File: src/hdl/sorted_leaf_table_unit_defines.svh
// Assertion macros of the sorted leaf table RTL.
`ifndef SORTED_LEAF_TABLE_UNIT_DEFINES_SVH
`define SORTED_LEAF_TABLE_UNIT_DEFINES_SVH
`ifndef SYNTHESIS
// Same-cycle implication on i_clk, checked out of reset.
`define SLT_ASSERT_NOW(lbl, ante, cons, msg) \
    lbl: assert property (@(posedge i_clk) disable iff (!i_rst_n) (ante) |-> (cons)) \
        else $error(msg);
// Next-cycle implication on i_clk, checked out of reset.
`define SLT_ASSERT_NEXT(lbl, ante, cons, msg) \
    lbl: assert property (@(posedge i_clk) disable iff (!i_rst_n) (ante) |=> (cons)) \
        else $error(msg);
`else
`define SLT_ASSERT_NOW(lbl, ante, cons, msg)
`define SLT_ASSERT_NEXT(lbl, ante, cons, msg)
`endif
`endif

File: src/hdl/slt_pkg.sv
// Types and codes of the sorted leaf table.
package slt_pkg;

    // Operation codes carried by an item
    typedef enum logic [2:0] {
        OP_FIND   = 3'd0,
        OP_INSERT = 3'd1,
        OP_UPDATE = 3'd2,
        OP_UPSERT = 3'd3,
        OP_SPLIT  = 3'd4
    } t_op;

    // Result status codes
    typedef enum logic [1:0] {
        STS_OK      = 2'd0,
        STS_MISS    = 2'd1,
        STS_FULL    = 2'd2,
        STS_NOSPLIT = 2'd3
    } t_status;

    // Controller states
    typedef enum logic [1:0] {
        ST_IDLE,
        ST_EXEC,
        ST_SPLIT
    } t_state;

    // What a cell loads at the next edge
    typedef enum logic [2:0] {
        CELL_HOLD,
        CELL_UP,
        CELL_DOWN,
        CELL_LOAD,
        CELL_SETVAL
    } t_cell_op;

    localparam int KeyW = 32;
    localparam int ValW = 32;

endpackage

File: src/hdl/slt_cell.sv
// One entry of the sorted table: key/value storage plus its comparator.
module slt_cell (
    input  logic                            i_clk,
    input  slt_pkg::t_cell_op               i_op,
    input  logic signed [slt_pkg::KeyW-1:0] i_lo_key,
    input  logic signed [slt_pkg::ValW-1:0] i_lo_val,
    input  logic signed [slt_pkg::KeyW-1:0] i_hi_key,
    input  logic signed [slt_pkg::ValW-1:0] i_hi_val,
    input  logic signed [slt_pkg::KeyW-1:0] i_new_key,
    input  logic signed [slt_pkg::ValW-1:0] i_new_val,
    output logic signed [slt_pkg::KeyW-1:0] o_key,
    output logic signed [slt_pkg::ValW-1:0] o_val,
    output logic                            o_lt,
    output logic                            o_eq
);

    logic signed [slt_pkg::KeyW-1:0] r_key, n_key;
    logic signed [slt_pkg::ValW-1:0] r_val, n_val;

    // Next entry: hold, take a neighbor, take the new item, or take only the new value
    always_comb begin
        n_key = r_key;
        n_val = r_val;
        unique case (i_op)
            slt_pkg::CELL_HOLD: begin
            end
            slt_pkg::CELL_UP: begin
                n_key = i_lo_key;
                n_val = i_lo_val;
            end
            slt_pkg::CELL_DOWN: begin
                n_key = i_hi_key;
                n_val = i_hi_val;
            end
            slt_pkg::CELL_LOAD: begin
                n_key = i_new_key;
                n_val = i_new_val;
            end
            slt_pkg::CELL_SETVAL: begin
                n_val = i_new_val;
            end
            default: begin
            end
        endcase
    end

    always_ff @(posedge i_clk) begin
        r_key <= n_key;
        r_val <= n_val;
    end

    // Signed compare against the search key
    assign o_lt  = (r_key < i_new_key);
    assign o_eq  = (r_key == i_new_key);
    assign o_key = r_key;
    assign o_val = r_val;

endmodule

File: config.mk
export PLATFORM = sky130hd
export DESIGN_NAME = slt_cell
export DESIGN_NICKNAME = d
export VERILOG_FILES = /design/src/hdl/sorted_leaf_table_unit_defines.svh /design/src/hdl/slt_pkg.sv /design/src/hdl/slt_cell.sv
export SDC_FILE = /design/constraint.sdc
export NUM_CORES = 1
export LEC_CHECK = 0
export ABC_CLOCK_PERIOD_IN_PS = 5950
export BUFFER_PORTS_ARGS = -buffer_cell sky130_fd_sc_hd__buf_4
export CAP_MARGIN = 20
export CORE_ASPECT_RATIO = 0.7
export CORE_MARGIN = 2
export CORE_UTILIZATION = 45
export CTS_CLUSTER_DIAMETER = 100
export DETAILED_ROUTE_END_ITERATION = 10
export PLACE_DENSITY = 0.94
export SETUP_SLACK_MARGIN = 0.02
export SLEW_MARGIN = 20
export SYNTH_ARGS = -nofsm -noshare
export SYNTH_HDL_FRONTEND = slang
export SYNTH_SLANG_ARGS = --single-unit
export TNS_END_PERCENT = 10
File: constraint.sdc
create_clock -name i_clk -period 5.95 [get_ports i_clk]
set_input_delay 0.595 -clock i_clk [delete_from_list [all_inputs] [get_ports i_clk]]
set_output_delay 0.595 -clock i_clk [all_outputs]
set_load 0.05 [all_outputs]
Yosys cells after proc, flatten, opt, wreduce, memory -nomap -nowiden
Cells that the tools add are included.

Multiplexer cells: 2. Reduce and logical (&&, ||, !) cells: 3. $lt $le $gt $ge: 1. Equal/unequal tests: 5.

Operator list (number): $pmux W32 S3 (2); $eq A32 B32 Y1 (1); $lt A32 B32 Y1 (1); $eq A3 B2 Y1 const B (2); $reduce_bool A3 Y1 (2); $eq A3 B1 Y1 const B (1); $eq A3 B3 Y1 const B (1); $reduce_or A2 Y1 (1).

Input bits: 196. Word-level logic and storage cells: 13. Output and inout bits: 66. Register bits after elaboration: 64.

Longest topological paths before layout
Gate-level depths: netlist of run 1.

Depth after elaboration: 3. Depth in mapped cells: 7. Depth with buffers taken out: 7.

Worst setup path after synthesis of run 1
OpenSTA, ideal clock, no wires.

Kind: register to output. Start: register r_key (netlist bit o_key[14]). End: output port o_lt. Setup slack: 2.797 ns. Data required time: 5.355 ns. Stages on the path, launching flop included: 7. Arrival time: 2.558 ns. Cells stage by stage: edfxtp_1 -> ha_1 -> a21oi_1 -> nand2_1 -> a221o_1 -> o31a_1 -> o22ai_1.

Word-level cells in the longest chain between the ends: 1.

Ends and longest elaborated chain: from (decl) (RTL line slt_cell.sv:17) `logic signed [slt_pkg::KeyW-1:0] r_key, n_key;`; from (signal assigned) (RTL line slt_cell.sv:48) `r_key <= n_key;`; $lt A32 B32 Y1 (RTL line slt_cell.sv:53) `assign o_lt = (r_key < i_new_key);`; to (decl) (RTL line slt_cell.sv:13) `output logic o_lt,`.

No other way between the ends.

Worst setup path in the final report of run 1
Start: register r_key (netlist bit o_key[23]). End: output port o_lt.

The elaborated chain is that of the path after synthesis.

==> results of run 1 <==
==> kinds of logic after synthesis <==
logic type	Yosys count	share of synthesized area, %
flops	64	48.2
buf+inv	52	5.39
fa+ha+maj	32	10.0
mux	32	8.03
xor+xnor	1	0.219
simple gates	63	7.02
compound gates	122	21.2
==> placed cells by master (no fill, tap or decap), drive strengths merged <==
cell	count
buf	263
edfxtp	64
nand2	41
o21ai	36
a21o	34
inv	32
mux2i	32
a22o	32
ha	32
a21oi	12
clkbuf	11
nor2	8
nand4	7
clkinv	4
nand3	2
nor4	2
nand2b	1
nor3	1
a221oi	1
a211oi	1
o2111ai	1
a221o	1
nor2b	1
o211ai	1
a21boi	1
o31a	1
o22ai	1
xnor2	1
bufinv	1
==> how the worst min path moves through the flow <==
stage                                endpoint  slack (ps)         start
after floorplan            o_val[0]$_DFFE_PP_         780   i_lo_val[0]
after global placement    o_val[23]$_DFFE_PP_         860  i_lo_val[23]
after detailed placement  o_val[23]$_DFFE_PP_         870  i_lo_val[23]
after CTS                 o_val[12]$_DFFE_PP_         530  i_lo_val[12]
after global routing      o_val[23]$_DFFE_PP_         540  i_lo_val[23]
final                     o_val[10]$_DFFE_PP_         540  i_lo_val[10]
==> layer usage <==
metal | vias up | wire length (µm) | share of wire [%]
met5 | - | 0 | 0
met4 | 0 | 248 | 1.8
met3 | 25 | 725 | 5.4
met2 | 169 | 6940 | 52
met1 | 1899 | 5550 | 41
li1 | 1876 | - | -
==> registers in the layout, indices dropped and copies added, names as in the netlist <==
register / cells
o_key: 32
o_val: 32
==> through the flow <==
step	setup WS (ps)	std cells
final	2980	745
after global routing	2820	745
after CTS	2960	745
after detailed placement	2760	729
after global placement	2710	729
after floorplan	2800	366
==> power by group through the flow <==
stage                     Sequential, mW  Clock (mW)  Combinational (mW)
after CTS                          0.598       0.513               0.588
after detailed placement           0.606           0               0.586
after global placement             0.602           0               0.570
after floorplan                    0.804           0               0.144
after global routing               0.603       0.535               0.620
final                              0.598       0.505               0.588
==> layout make-up <==
class                           instances  area, µm²
Clock buffer                           11        233
Clock inverter                          5       47.5
Fill cell                             602       2220
Inverter                               32        120
Multi-Input combinational cell        250       1880
Sequential cell                        64       1920
Tap cell                              120        150
Timing Repair Buffer                  263       1970
==> flow_summary_export.csv, run 1 <==
group,metric,value,unit
status,outcome,"complete, no violations",
placement,place_area,0.00604,mm²
worst_setup_path,path_buf_inv,1,
worst_setup_path,end_kind,"output port",
worst_setup_path,arrival,2380,ps
synthesis,netlist_area,0.00399,mm²
placement,gp_congestion,0.837,
routing,drt_wl_total,13.5,mm
routing,first_pass_iters,5,
floorplan,die_w,117,µm
timing,post-route-period-util,49.9,%
routing,drt-wirelength-per-cell,18.1,µm
clock_tree,cts_inserted_buffers,9,
grt,grt_pass1_wl,19.3,mm
timing,hold_ws,542,ps
routing,postRouteAntennaNets,0,
worst_setup_path,critPathCapture,"o_lt",
clock_tree,cts_tree,"built",
clock_tree,clk_pin_slew,50,ps
synthesis,synth.top_cell.area_share,48.2,%
clock_tree,cts_resized,0,
clock_tree,clkSinkCount,64,
synthesis,syn_area_per_cell,10.9,µm²
power_and_ir_drop,power_frac_seq,35.4,%
floorplan,core_area,0.00855,mm²
worst_setup_path,worstPathCellList,"ha_1 -> a21oi_1 -> o21ai_0 -> a221oi_1 -> o2111ai_1 -> o22ai_1 -> buf_4",
synthesis,ys_top_cells_by_area,"edfxtp_1, ha_1, mux2i_1",
grt,top_usage_layer,"met2",
hold_path,hold_depth,2,
timing,setup_tns,0,ps
routing,via_count,3969,
power_and_ir_drop,switchingPower,0.574,mW
timing,slew_headroom,35.6,%
power_and_ir_drop,combinationalPowerShare,34.8,%
hold_path,hp-class,"input pin to register",
grt,antenna_found_initial,0,
worst_setup_path,cp_top_family,"compound AO/OA/AOI/OAI gates",
power_and_ir_drop,pwr-share-clk,29.9,%
worst_setup_path,crit_type,"register to output port",
synthesis,ys_warn_count,0,
job,maxCapViolCount,0,
worst_setup_path,cpMaxStageDelayCell,"a221oi_1",
worst_setup_path,cp_max_fo,3,
placement,hpwl,10.7,mm
synthesis,synth-main-ff-cell,"edfxtp_1",
power_and_ir_drop,peakVddDrop,150,µV
synthesis,async_flop_share,0,%
synthesis,syn_nets,594,
grt,grt_util_met1,33.3,%
worst_setup_path,max_stage_delay,430,ps
grt,grt-ovfl-total,0,
routing,vias_per_cell,5.33,
power_and_ir_drop,power_density,267,mW/mm²
grt,grtUsageMet3,5.66,%
synthesis,yosysMostFrequentCell,"edfxtp_1",
synthesis,synth-edff-count,64,
synthesis,synthCells,366,
routing,drc,0,
clock_tree,root_buffer,"clkbuf_16",
worst_setup_path,path_depth,7,
final_layout,area_growth,58.6,%
floorplan,die_y,82.8,µm
power_and_ir_drop,p_total,1.69,mW
final_layout,final_area,0.00633,mm²
floorplan,rows,28,
timing,slew_violations,0,
power_and_ir_drop,leakagePower,3.24,nW
final_layout,drive_gt1_share,45.1,%
synthesis,ys_seq_elements,64,
synthesis,yosysTopAreaCell,"edfxtp_1",
timing,period_needed,2970,ps
clock_tree,cts_setup_buffers,0,
synthesis,ys_types,31,
synthesis,synth_seq_area_share,48.2,%
clock_tree,ctsHoldBuffers,0,
timing,worst_slew_pin_slew,964,ps
worst_setup_path,crit_required,5360,ps
synthesis,synthTopCellsByCount,"edfxtp_1, nand2_1, o21ai_0, a21o_1",
timing,rsz0062_at_grt,"no",
routing,dr.first_iter.drc_count,257,
timing,finalHoldViolCount,0,
floorplan,die_area,0.00965,mm²
timing,setup_viol_count_final,0,
final_layout,antenna_cells,0,
final_layout,fin_util,74.0,%
clock_tree,cts_buffer_depth,2,
final_layout,final_nets,848,
clock_tree,cts_max_level,3,
grt,grt_max_degree,66,
floorplan,initial_utilization,46.7,%
worst_setup_path,startpoint_type,"register",
timing,max_freq,337,MHz
power_and_ir_drop,switching_share,33.9,%
power_and_ir_drop,p_int,1.12,mW
placement,io_buffers,261,
worst_setup_path,startpoint,"o_key[23]$_DFFE_PP_",
grt,grt_usage,26.4,%
grt,grt_use_met2,46.5,%
grt,grt_pass1_vias,3907,
floorplan,ioPinCount,262,
(Power assumes the default switching activity.)
==> run 2: changes to the inputs <==
--- a/config.mk
+++ b/config.mk
@@ -5,15 +5,16 @@
 export SDC_FILE = /design/constraint.sdc
 export NUM_CORES = 1
 export LEC_CHECK = 0
-export ABC_CLOCK_PERIOD_IN_PS = 5950
+export ABC_AREA = 1
+export ABC_CLOCK_PERIOD_IN_PS = 2800
 export BUFFER_PORTS_ARGS = -buffer_cell sky130_fd_sc_hd__buf_4
 export CAP_MARGIN = 20
 export CORE_ASPECT_RATIO = 0.7
 export CORE_MARGIN = 2
-export CORE_UTILIZATION = 45
+export CORE_UTILIZATION = 43
 export CTS_CLUSTER_DIAMETER = 100
 export DETAILED_ROUTE_END_ITERATION = 10
-export PLACE_DENSITY = 0.94
+export PLACE_DENSITY = 0.91
 export SETUP_SLACK_MARGIN = 0.02
 export SLEW_MARGIN = 20
 export SYNTH_ARGS = -nofsm -noshare
==> constraint.sdc (replaced) <==
create_clock -name i_clk -period 2.8 [get_ports i_clk]
set_input_delay 0.28 -clock i_clk [delete_from_list [all_inputs] [get_ports i_clk]]
set_output_delay 0.28 -clock i_clk [all_outputs]
set_load 0.05 [all_outputs]
==> run 2 against run 1 <==
  * Via count increased by 3.2%
  * Area after synthesis decreased by 1.6%
  * Sequential share of layout area increased by 0.27 points
  * First-iteration DRC count decreased by 26%
  * Clock power increased by 110%
  * Routed wire length decreased by 7.8%
  * Power increased by 110%
  * Sequential cell count unchanged
  * Count of clock-buffer cells in the layout decreased by 1
  * Sequential power increased by 110%
  * Die area increased by 2.9%
  * Global-route usage decreased by 1.6 points
  * Critical endpoint unchanged
  * Largest cell class unchanged
==> flow_summary_export.csv, run 2 <==
group,metric,value,unit
placement,gp_congestion,0.832,
clock_tree,root_buffer,"clkbuf_16",
grt,grt_usage,24.8,%
power_and_ir_drop,switchingPower,1.20,mW
power_and_ir_drop,power_frac_seq,35.4,%
synthesis,ys_types,24,
routing,drt-wirelength-per-cell,15.1,µm
routing,first_pass_iters,5,
synthesis,async_flop_share,0,%
timing,worst_slew_pin_slew,958,ps
clock_tree,cts_tree,"built",
synthesis,synth-edff-count,64,
timing,slew_violations,0,
final_layout,antenna_cells,0,
synthesis,ys_top_cells_by_area,"edfxtp_1, nand2_1, ha_1",
floorplan,core_area,0.00896,mm²
synthesis,synthTopCellsByCount,"nand2_1, edfxtp_1, inv_1, a22oi_1, ha_1",
clock_tree,clkSinkCount,64,
floorplan,die_y,84.0,µm
grt,grt-ovfl-total,0,
routing,vias_per_cell,5.00,
worst_setup_path,crit_required,2520,ps
hold_path,hp-class,"input pin to register",
worst_setup_path,arrival,2270,ps
power_and_ir_drop,switching_share,33.9,%
floorplan,die_w,118,µm
placement,io_buffers,261,
routing,drc,0,
placement,place_inst,804,
power_and_ir_drop,combinationalPowerShare,34.2,%
power_and_ir_drop,power_density,565,mW/mm²
grt,grt_max_degree,65,
timing,setup_viol_count_final,0,
timing,setup_tns,0,ps
clock_tree,clk_pin_slew,50,ps
floorplan,rows,29,
routing,drt_wl_total,12.4,mm
final_layout,final_area,0.00627,mm²
clock_tree,ctsHoldBuffers,0,
grt,grt_pass1_wl,19.7,mm
clock_tree,cts_setup_buffers,0,
routing,dr.first_iter.drc_count,190,
synthesis,syn_area_per_cell,9.07,µm²
routing,via_count,4097,
grt,grt_use_met2,45.1,%
timing,period_needed,2550,ps
timing,post-route-period-util,91.1,%
synthesis,synthCells,433,
final_layout,final_nets,919,
floorplan,initial_utilization,43.8,%
synthesis,yosysTopAreaCell,"edfxtp_1",
final_layout,drive_gt1_share,41.2,%
power_and_ir_drop,peakVddDrop,335,µV
routing,postRouteAntennaNets,0,
job,maxCapViolCount,0,
final_layout,layout.cells.most_common_list,"buf_4, nand2_1, edfxtp_1, inv_1",
worst_setup_path,end_kind,"output port",
synthesis,yosysMostFrequentCell,"nand2_1",
timing,max_freq,392,MHz
synthesis,synth_seq_area_share,48.9,%
placement,place_area,0.00598,mm²
clock_tree,cts_max_level,3,
worst_setup_path,startpoint_type,"register",
final_layout,fin_util,70.0,%
synthesis,ys_warn_count,0,
floorplan,die_area,0.00993,mm²
grt,grt_pass1_vias,4179,
final_layout,fill_cells,669,
power_and_ir_drop,p_int,2.34,mW
clock_tree,cts_inserted_buffers,9,
synthesis,ys_seq_elements,64,
grt,grt_util_met1,28.8,%
worst_setup_path,crit_type,"register to output port",
grt,top_usage_layer,"met2",
grt,antenna_found_initial,0,
timing,finalHoldViolCount,0,
clock_tree,cts_resized,0,
final_layout,fin_cells,820,
synthesis,syn_nets,661,
synthesis,synth.top_cell.area_share,48.9,%
final_layout,area_growth,59.6,%
final_layout,mostFrequentLayoutCell,"buf_4",
timing,rsz0062_at_grt,"no",
synthesis,netlist_area,0.00393,mm²
floorplan,ioPinCount,262,
status,outcome,"complete, no violations",
power_and_ir_drop,leakagePower,3.12,nW
grt,grtUsageMet3,6.49,%
worst_setup_path,cp_max_fo,4,
placement,hpwl,9.71,mm
timing,slew_headroom,36.0,%
clock_tree,cts_buffer_depth,2,
power_and_ir_drop,pwr-share-clk,30.4,%
synthesis,synth-main-ff-cell,"edfxtp_1",
[run 2: path summary, 6_finish.rpt]
kind / from / end / slack (ps) / depth (start not counted)
max: o_key[31]$_DFFE_PP_ / o_lt / 250 / 11
min: i_lo_val[9] / o_val[9]$_DFFE_PP_ / 240 / 3
[run 2: kinds of logic (layout without fill, tap and decap cells)]
kind of cell               after synthesis  count (layout)  synth area share [%]
and+or+nand+nor                        194             194                  19.6
buffers and inverters                   62             325                  6.88
adders and majority gates               32              32                  10.2
DFF                                     64              64                  48.9
AOI/OAI and AO/OA                       81              81                  14.5
[run 2: power by group through the flow]
stage / logic (mW) / clock network [mW] / registers [mW]
6_report: 1.21 / 1.08 / 1.26
5_1_grt: 1.29 / 1.14 / 1.27
4_1_cts: 1.22 / 1.10 / 1.26
3_5_place_dp: 1.21 / 0 / 1.27
3_3_place_gp: 1.18 / 0 / 1.27
2_1_floorplan: 0.300 / 0 / 1.69
[run 2: critical path: stages, from the launching register on]
cell,delay (ps)
edfxtp_1,410
ha_1,360
nand2_1,80
nor2_1,140
and2_1,180
inv_1,50
nor2_1,180
nand2_1,140
nand2_1,80
nand2_1,40
nand2_1,80
buf_4,200
[run 2: per-layer routing]
| metal | vias up | share of wire (%) | wire length, µm |
|---|---|---|---|
| met5 | - | 0 | 0 |
| met4 | 0 | 1.6 | 204 |
| met3 | 18 | 8.4 | 1040 |
| met2 | 190 | 52 | 6410 |
| met1 | 1873 | 38 | 4760 |
| li1 | 2016 | - | - |
[run 2: area by class of cell]
type	instances	area, µm²	area share [%]
Clock buffer	10	229	3.65
Clock inverter	6	60.1	0.958
Inverter	43	161	2.57
Multi-Input combinational cell	307	1750	27.9
Sequential cell	64	1920	30.6
Tap cell	124	155	2.47
Timing Repair Buffer	266	2000	31.8
[run 2: stage by stage]
step | power, mW | setup slack [ps] | hold slack [ps]
2_1_floorplan | 1.99 | 456 | 466
3_3_place_gp | 2.45 | 675 | 550
3_5_place_dp | 2.49 | 578 | 560
4_1_cts | 3.57 | 224 | 230
5_1_grt | 3.70 | 101 | 232
6_report | 3.54 | 248 | 241
==> run 3: changes to the inputs <==
--- a/config.mk
+++ b/config.mk
@@ -5,8 +5,6 @@
 export SDC_FILE = /design/constraint.sdc
 export NUM_CORES = 1
 export LEC_CHECK = 0
-export ABC_AREA = 1
-export ABC_CLOCK_PERIOD_IN_PS = 2800
 export BUFFER_PORTS_ARGS = -buffer_cell sky130_fd_sc_hd__buf_4
 export CAP_MARGIN = 20
 export CORE_ASPECT_RATIO = 0.7
@@ -14,6 +12,7 @@
 export CORE_UTILIZATION = 43
 export CTS_CLUSTER_DIAMETER = 100
 export DETAILED_ROUTE_END_ITERATION = 10
+export GPL_TIMING_DRIVEN = 0
 export PLACE_DENSITY = 0.91
 export SETUP_SLACK_MARGIN = 0.02
 export SLEW_MARGIN = 20
==> run 3 against run 2 <==
  * Via count shrank 2.1%
  * Critical endpoint unchanged
  * Fmax shrank 1.9%
  * Critical path type unchanged
  * Highest routed layer unchanged
  * Largest power group is now combinational cells
  * Global-route usage grew 3.0 points
==> flow_summary_export.csv, run 3 (synthesized netlist as in run 1, its figures left out) <==
group,metric,value,unit
floorplan,ioPinCount,262,
grt,grt_max_degree,20,
timing,period_needed,2600,ps
grt,grt-ovfl-total,0,
floorplan,die_area,0.0101,mm²
clock_tree,cts_buffer_depth,2,
power_and_ir_drop,peakVddDrop,424,µV
timing,worst_slew_pin_slew,560,ps
timing,max_freq,384,MHz
worst_setup_path,max_stage_delay,420,ps
routing,drt-wirelength-per-cell,18.2,µm
worst_setup_path,cpMaxStageDelayCell,"edfxtp_1",
final_layout,fill_cells,694,
worst_setup_path,startpoint,"o_key[15]$_DFFE_PP_",
power_and_ir_drop,switchingPower,1.24,mW
routing,postRouteAntennaNets,0,
placement,io_buffers,260,
routing,first_pass_iters,5,
final_layout,mostFrequentLayoutCell,"buf_4",
placement,gp_congestion,0.872,
hold_path,hp-class,"input pin to register",
timing,slew_violations,0,
final_layout,antenna_cells,0,
worst_setup_path,crit_required,2520,ps
job,maxCapViolCount,0,
final_layout,layout.cells.most_common_list,"buf_4, edfxtp_1, nand2_1, o21ai_0, a21o_1",
timing,finalHoldViolCount,0,
clock_tree,cts_inserted_buffers,9,
worst_setup_path,startpoint_type,"register",
power_and_ir_drop,combinationalPowerShare,36.3,%
timing,rsz0062_at_grt,"no",
final_layout,fin_cells,770,
routing,drt_wl_total,14.0,mm
floorplan,die_y,84.6,µm
grt,grt_pass1_wl,21.6,mm
timing,slew_headroom,62.7,%
placement,hpwl,11.6,mm
routing,vias_per_cell,5.21,
clock_tree,cts_tree,"built",
floorplan,core_area,0.00903,mm²
clock_tree,root_buffer,"clkbuf_16",
routing,dr.first_iter.drc_count,210,
grt,antenna_found_initial,0,
grt,grt_pass1_vias,4216,
worst_setup_path,worstPathCellList,"ha_1 -> nand4_1 -> nor2_1 -> a221o_1 -> o31a_1 -> o22ai_2 -> buf_4",
clock_tree,clk_pin_slew,60,ps
worst_setup_path,crit_type,"register to output port",
timing,setup_viol_count_final,0,
power_and_ir_drop,power_density,547,mW/mm²
clock_tree,clkSinkCount,64,
power_and_ir_drop,switching_share,35.0,%
grt,grt_usage,27.8,%
worst_setup_path,cp_max_fo,3,
power_and_ir_drop,leakagePower,3.32,nW
timing,post-route-period-util,92.9,%
power_and_ir_drop,p_total,3.53,mW
final_layout,area_growth,61.9,%
power_and_ir_drop,power_frac_seq,35.8,%
worst_setup_path,end_kind,"output port",
final_layout,final_nets,869,
routing,drc,0,
floorplan,die_w,119,µm
power_and_ir_drop,p_int,2.30,mW
power_and_ir_drop,pwr-share-clk,27.9,%
status,outcome,"complete, no violations",
placement,place_inst,753,
clock_tree,cts_max_level,3,
final_layout,drive_gt1_share,46.7,%
floorplan,rows,29,
clock_tree,ctsHoldBuffers,0,
routing,via_count,4012,
floorplan,initial_utilization,44.2,%
hold_path,hold_path.startpoint,"i_lo_key[13]",
worst_setup_path,arrival,2320,ps
timing,hold_ws,227,ps
-- run 3: power groups by stage --
stage / Sequential, mW / Clock [mW] / Combinational [mW]
after floorplan: 1.71 / 0 / 0.308
after global placement: 1.28 / 0 / 1.23
after detailed placement: 1.28 / 0 / 1.27
after CTS: 1.27 / 1.01 / 1.28
after global routing: 1.28 / 1.04 / 1.36
final: 1.27 / 0.986 / 1.28
-- run 3: per-stage QoR --
stage	setup slack [ps]	TNS (ps)	cell area [µm²]	utilization (%)
after floorplan	140	0	4000	-
after global placement	-568	-27920	6100	67.6
after detailed placement	408	0	6170	68.3
after CTS	51.8	0	6430	71.2
after global routing	55.5	0	6460	71.5
final	198	0	6460	71.5
-- run 3: worst paths after layout --
check | end | depth (start not counted) | slack (ps)
min | o_key[13]$_DFFE_PP_ | 3 | 230
max | o_lt | 7 | 200
-- run 3: final cells by class --
type	instances	area, µm²	area share (%)
Timing Repair Buffer	264	2010	31.1
Sequential cell	64	1920	29.7
Multi-Input combinational cell	250	1900	29.4
Clock buffer	9	225	3.48
Tap cell	124	155	2.40
Inverter	32	120	1.86
Buffer	20	95.1	1.47
Clock inverter	7	38.8	0.600
-- run 3: metal layers --
metal	vias up	GRT usage, %	share of wire, %
met5	-	0	0
met2	146	48.4	51
li1	1928	-	-
met3	20	5.98	5.5
met1	1918	34.4	42
met4	0	9.63	1.7
-- run 3: critical path: cells and delay by family (launching register included) --
family	cells	cell delay [ps]
AOI/OAI and AO/OA	3	730
and+or+nand+nor	2	280
adders and majority gates	1	350
buffers and inverters	1	220
DFF	1	420
-- run 3: what timing repair did --
item	CTS	global route
setup buffers	0	1
resized for setup	0	3
endpoints found under the setup margin	0	1
